File: src/rtl/crca_pkg.sv
// Shared constants and controller/datapath interface types for the run cell allocator.
`default_nettype none

package crca_pkg;

    localparam int POOL_CELLS_DEF = 1024;
    localparam int MAX_RUN_DEF    = 64;

    // Datapath operations, one per controller step
    typedef enum logic [4:0] {
        DP_NOP,
        DP_CLR,
        DP_LOAD,
        DP_A_INIT,
        DP_A_ADV,
        DP_A_STEP,
        DP_A_HIT,
        DP_A_HOP,
        DP_A_FAIL,
        DP_T_SETUP,
        DP_T_RD,
        DP_T_WR,
        DP_S_INIT,
        DP_S_STEP,
        DP_S_FIRST,
        DP_S_FREE,
        DP_S_LINK,
        DP_S_SPL1,
        DP_S_SPL2,
        DP_OUT
    } dp_op_t;

    typedef struct packed {
        dp_op_t op;
    } ctrl_cmd_t;

    typedef struct packed {
        logic clr_last;
        logic alloc_bad;
        logic scan_done;
        logic scan_free;
        logic hop_fail;
        logic shrink_bad;
        logic ver_end;
        logic ver_taken;
        logic free_last;
        logic pool_full;
    } dp_status_t;

endpackage

`default_nettype wire

File: src/rtl/crca_ctrl.sv
// Controller state machine: sequences clear, allocate, shrink and result steps.
`default_nettype none

module crca_ctrl (
    input  wire logic                  clk,
    input  wire logic                  rst_n,
    input  wire logic                  s_tvalid,
    output logic                       s_tready,
    input  wire logic                  item_op,
    output logic                       m_tvalid,
    input  wire logic                  m_tready,
    input  wire crca_pkg::dp_status_t  status,
    output crca_pkg::ctrl_cmd_t        cmd
);

    typedef enum logic [14:0] {
        ST_INIT    = 15'b000000000000001,
        ST_IDLE    = 15'b000000000000010,
        ST_A_CHECK = 15'b000000000000100,
        ST_A_ADV   = 15'b000000000001000,
        ST_A_SCAN  = 15'b000000000010000,
        ST_A_HOP   = 15'b000000000100000,
        ST_T_RD    = 15'b000000001000000,
        ST_T_WR    = 15'b000000010000000,
        ST_S_CHECK = 15'b000000100000000,
        ST_S_VER   = 15'b000001000000000,
        ST_S_FREE  = 15'b000010000000000,
        ST_S_LINK  = 15'b000100000000000,
        ST_S_SPL1  = 15'b001000000000000,
        ST_S_SPL2  = 15'b010000000000000,
        ST_RESULT  = 15'b100000000000000
    } state_t;

    state_t state_reg, state_next;
    logic   m_valid_reg, m_valid_next;

    always_comb
    begin
        state_next = state_reg;
        cmd.op     = crca_pkg::DP_NOP;
        s_tready   = 1'b0;
        unique case (state_reg)
            ST_INIT:
            begin
                cmd.op = crca_pkg::DP_CLR;
                if (status.clr_last)
                    state_next = ST_IDLE;
            end
            ST_IDLE:
            begin
                s_tready = 1'b1;
                if (s_tvalid)
                begin
                    cmd.op     = crca_pkg::DP_LOAD;
                    state_next = item_op ? ST_S_CHECK : ST_A_CHECK;
                end
            end
            ST_A_CHECK:
            begin
                if (status.alloc_bad)
                begin
                    cmd.op     = crca_pkg::DP_A_FAIL;
                    state_next = ST_RESULT;
                end
                else
                begin
                    cmd.op     = crca_pkg::DP_A_INIT;
                    state_next = ST_A_ADV;
                end
            end
            ST_A_ADV:
            begin
                cmd.op     = crca_pkg::DP_A_ADV;
                state_next = ST_A_SCAN;
            end
            ST_A_SCAN:
            begin
                if (status.scan_done)
                begin
                    cmd.op     = crca_pkg::DP_T_SETUP;
                    state_next = ST_T_RD;
                end
                else if (status.scan_free)
                    cmd.op = crca_pkg::DP_A_STEP;
                else if (status.hop_fail)
                begin
                    cmd.op     = crca_pkg::DP_A_FAIL;
                    state_next = ST_RESULT;
                end
                else
                begin
                    cmd.op     = crca_pkg::DP_A_HIT;
                    state_next = ST_A_HOP;
                end
            end
            ST_A_HOP:
            begin
                cmd.op     = crca_pkg::DP_A_HOP;
                state_next = ST_A_SCAN;
            end
            ST_T_RD:
            begin
                if (status.scan_done)
                    state_next = ST_RESULT;
                else
                begin
                    cmd.op     = crca_pkg::DP_T_RD;
                    state_next = ST_T_WR;
                end
            end
            ST_T_WR:
            begin
                cmd.op     = crca_pkg::DP_T_WR;
                state_next = ST_T_RD;
            end
            ST_S_CHECK:
            begin
                if (status.shrink_bad)
                    state_next = ST_RESULT;
                else
                begin
                    cmd.op     = crca_pkg::DP_S_INIT;
                    state_next = ST_S_VER;
                end
            end
            ST_S_VER:
            begin
                if (status.ver_end)
                begin
                    cmd.op     = crca_pkg::DP_S_FIRST;
                    state_next = ST_S_FREE;
                end
                else if (!status.ver_taken)
                    state_next = ST_RESULT;
                else
                    cmd.op = crca_pkg::DP_S_STEP;
            end
            ST_S_FREE:
            begin
                cmd.op = crca_pkg::DP_S_FREE;
                if (status.free_last)
                    state_next = ST_S_LINK;
            end
            ST_S_LINK:
            begin
                cmd.op     = crca_pkg::DP_S_LINK;
                state_next = status.pool_full ? ST_RESULT : ST_S_SPL1;
            end
            ST_S_SPL1:
            begin
                cmd.op     = crca_pkg::DP_S_SPL1;
                state_next = ST_S_SPL2;
            end
            ST_S_SPL2:
            begin
                cmd.op     = crca_pkg::DP_S_SPL2;
                state_next = ST_RESULT;
            end
            ST_RESULT:
            begin
                if (!m_valid_reg || m_tready)
                begin
                    cmd.op     = crca_pkg::DP_OUT;
                    state_next = ST_IDLE;
                end
            end
            default:
                state_next = ST_INIT;
        endcase
    end

    always_comb
    begin
        m_valid_next = m_valid_reg;
        if (cmd.op == crca_pkg::DP_OUT)
            m_valid_next = 1'b1;
        else if (m_tready)
            m_valid_next = 1'b0;
    end

    always_ff @(posedge clk or negedge rst_n)
    begin
        if (!rst_n)
        begin
            state_reg   <= ST_INIT;
            m_valid_reg <= 1'b0;
        end
        else
        begin
            state_reg   <= state_next;
            m_valid_reg <= m_valid_next;
        end
    end

    assign m_tvalid = m_valid_reg;

endmodule

`default_nettype wire

File: config.mk
export PLATFORM = sky130hd
export DESIGN_NAME = crca_ctrl
export DESIGN_NICKNAME = d
export VERILOG_FILES = /design/src/rtl/crca_pkg.sv /design/src/rtl/crca_ctrl.sv
export SDC_FILE = /design/constraint.sdc
export NUM_CORES = 1
export LEC_CHECK = 0
export ABC_AREA = 1
export BUFFER_PORTS_ARGS = -buffer_cell sky130_fd_sc_hd__buf_2
export CAP_MARGIN = 20
export CORE_AREA = 2 2 52 54
export CTS_BUF_LIST = sky130_fd_sc_hd__clkbuf_4 sky130_fd_sc_hd__clkbuf_8
export DETAILED_ROUTE_END_ITERATION = 6
export DIE_AREA = 0 0 54 56
export PLACE_DENSITY = 0.83
export SLEW_MARGIN = 40
export SYNTH_ARGS = -nofsm -noshare
export SYNTH_HDL_FRONTEND = slang
export SYNTH_SLANG_ARGS = --single-unit
File: constraint.sdc
create_clock -name clk -period 1.6 [get_ports clk]
set_input_delay 0.08 -clock clk [delete_from_list [all_inputs] [get_ports clk]]
set_output_delay 0.08 -clock clk [all_outputs]
set_load 0.01 [all_outputs]
==> flow_summary.ini <==
[synthesis]
synth_area_um2 = 1300
seq_area_frac_synth_pct = 31.0
synth_cells = 198
yosysTopAreaCell = dfrtp_1
syn_area_per_cell_um2 = 6.55
yosys-top-cells-area = dfrtp_1, nand2_1, nor2_1
syn_nets = 213
synth_seq_cells = 16
synth.most_common_cell = nand2_1
synth-async-reset-ratio_pct = 100
yosys.area.top_type_share_pct = 29.0
synthTopCellsByCount = nand2_1, nor2_1, inv_1
ys.flop_type = dfrtp_1
yosysWarnings = 0
synth_cell_types = 24
synth_edf_count = 0

[global_route]
grt_pass1_wl_um = 6250
first_global_vias = 1417
grt_overflow = 0
met3_usage_pct = 1.88
grt.busiest_layer = met2
grt_max_degree = 17
grt_use_met2_pct = 43.9
track_usage_pct = 28.0
use_met1_pct = 38.7
antenna_found_initial = 0

[finish]
largest_reg_flops = 15
area_growth_pct = 61.7
diodes = 0
post_route_cells_drive_above_1_share_pct = 49.5
fin_cells = 305
design_area_um2 = 2100
nets = 291

[clock_network]
root_buffer = clkbuf_4
cts_tree = yes
clk_path_buf_depth = 2
clk_latency_ns = 0.31
path_clk_slew_ns = 0.10
cts_buffers = 3
cts.sinks = 16
htreeDepth = 1

[worst_setup_path]
cpPeakStageDelay_ns = 0.43
crit_family = simple AND/OR/NAND/NOR gates
crit_fanout = 6
crit_buf_inv = 2
required_ns = 1.52
worstSetupStartpointType = flop
crit_path_end_kind = primary output
cp_slowest_cell = dfrtp_1
crit_arrival_ns = 1.97
crit_chain = buf_4 > nor2_1 > nand2_1 > nor2_4 > nand2_4 > a21oi_1 > nor3b_4 > nand4_1 > buf_2
critical_path_class = flop to primary output

[place]
hpwlAfterDp_um = 2700
gp_congestion = 0.944
port_buffers = 21
placed_cell_area_um2 = 1650
dp.cells = 278

[timing]
layout_min_cycle_time_ns = 2.05
slew_viol_final = 0
setup_viol = 12
rsz0062_at_grt = true
setup_ws_ns = -0.450
fmax_mhz = 488
tightest_slew_ns = 0.409
skew_ns = 0.00782
maxSlewHeadroom_pct = 72.7
period_share_pct = 128
finalHoldViolations = 0

[pwr]
p_per_area_nw_per_um2 = 922
p_leak_nw = 1.20
irDropWorstVdd_uv = 767

[status]
status = complete, but fails checks
violations = negative setup slack

[routing]
post_drt_wl_per_cell_um = 16.6
drtIter0Drc = 103
drc_errors = 0
drt-total-wl_um = 5070
drt_first_pass_iters = 5
ant_nets = 0
vias = 1755
via_per_inst = 5.75

[floorplan]
io_pins = 22
dieArea_um2 = 3020
initial_utilization_pct = 53.3
coreArea_um2 = 2430
num_rows = 18
chipHeight_um = 56
die_w_um = 54

[min_path]
min_path_type = primary input to flop

[flow_run]
maxCapViolations = 0
## layout make-up
cell class	instances	area [um2]
clock buffers	4	30.0
fillers	131	337
inverters	28	105
multi-input cells	153	981
flip-flops and latches	16	402
well taps	30	37.5
repair buffers	74	541
## final timing paths
| check | slack, ns | depth (start not counted) | from | end |
|---|---|---|---|---|
| setup reg to reg | -0.19 | 11 | state_reg[13] | state_reg[2] |
| max in group asynchronous | 1.03 | 2 | rst_n | state_reg[0] |
| setup / recovery | -0.45 | 9 | state_reg[5] | cmd[0] |
| hold reg to reg | 0.59 | 4 | state_reg[0] | state_reg[0] |
| hold / removal | 0.09 | 4 | status[8] | state_reg[3] |
| min in group asynchronous | 0.23 | 2 | rst_n | m_tvalid |
## cells by family after synthesis
kind of cell / count (synthesis) / share of synthesized area (%)
compound gates: 13 / 5.02
flops: 16 / 31.0
simple gates: 139 / 54.2
buf+inv: 30 / 9.85
## per-layer routing
layer  part of all wire, %  vias up
li1                      -      786
met1                    39      795
met2                    47      141
met3                   9.3       33
met4                   4.6        0
met5                     0        -
## worst reg2reg max path, cell delays in order (launching register included)
cell	delay (ns)
dfrtp_1	0.44
nor2_4	0.17
nand2_4	0.10
nor2_4	0.23
buf_6	0.16
nand2_1	0.10
nand3_2	0.10
nor2_2	0.05
nand2_4	0.07
buf_4	0.12
nand3_2	0.07
nor2_1	0.11
## power breakdown
group	leakage (nW)	internal, mW	switching [mW]	total (mW)
clock network	0.0184	0.114	0.152	0.267
logic	0.962	0.513	0.674	1.19
registers	0.219	0.444	0.0345	0.479
## through the flow
stage / worst slack [ns] / power, mW / TNS, ns / hold slack (ns) / util, %
2_1_floorplan: 0.126 / 0.986 / 0 / -0.216 / -
3_3_place_gp: -0.0671 / 1.22 / -0.134 / 0.0159 / 67.8
3_5_place_dp: -0.0761 / 1.23 / -0.221 / 0.0234 / 67.8
4_1_cts: -0.359 / 1.66 / -1.93 / 0.127 / 77.1
5_1_grt: -0.525 / 2.02 / -4.03 / 0.110 / 86.2
6_report: -0.450 / 1.93 / -3.20 / 0.0861 / 86.2
## cells in the final DEF (no fill, tap or decap), types with 5 or more instances in the layout
cell,netlist,final
nand4_1,5,5
nand2_2,1,10
nand2_1,47,36
nor2_1,38,27
dfrtp_1,15,15
nand3_1,22,11
nor2_4,3,13
nand2_4,5,7
buf_4,0,44
buf_2,0,21
nand3_2,1,12
nor2_2,8,10
inv_1,26,26
o21ai_0,5,5
## what timing repair did
item	in CTS	in global routing
gates cloned	1	1
gates resized for setup	24	31
pin swaps	12	18
hold buffers	4	0
setup buffers	5	12
setup endpoints to repair	11	13
hold endpoints to repair	19	0
No activity file was read; power rests on OpenSTA's default activity.
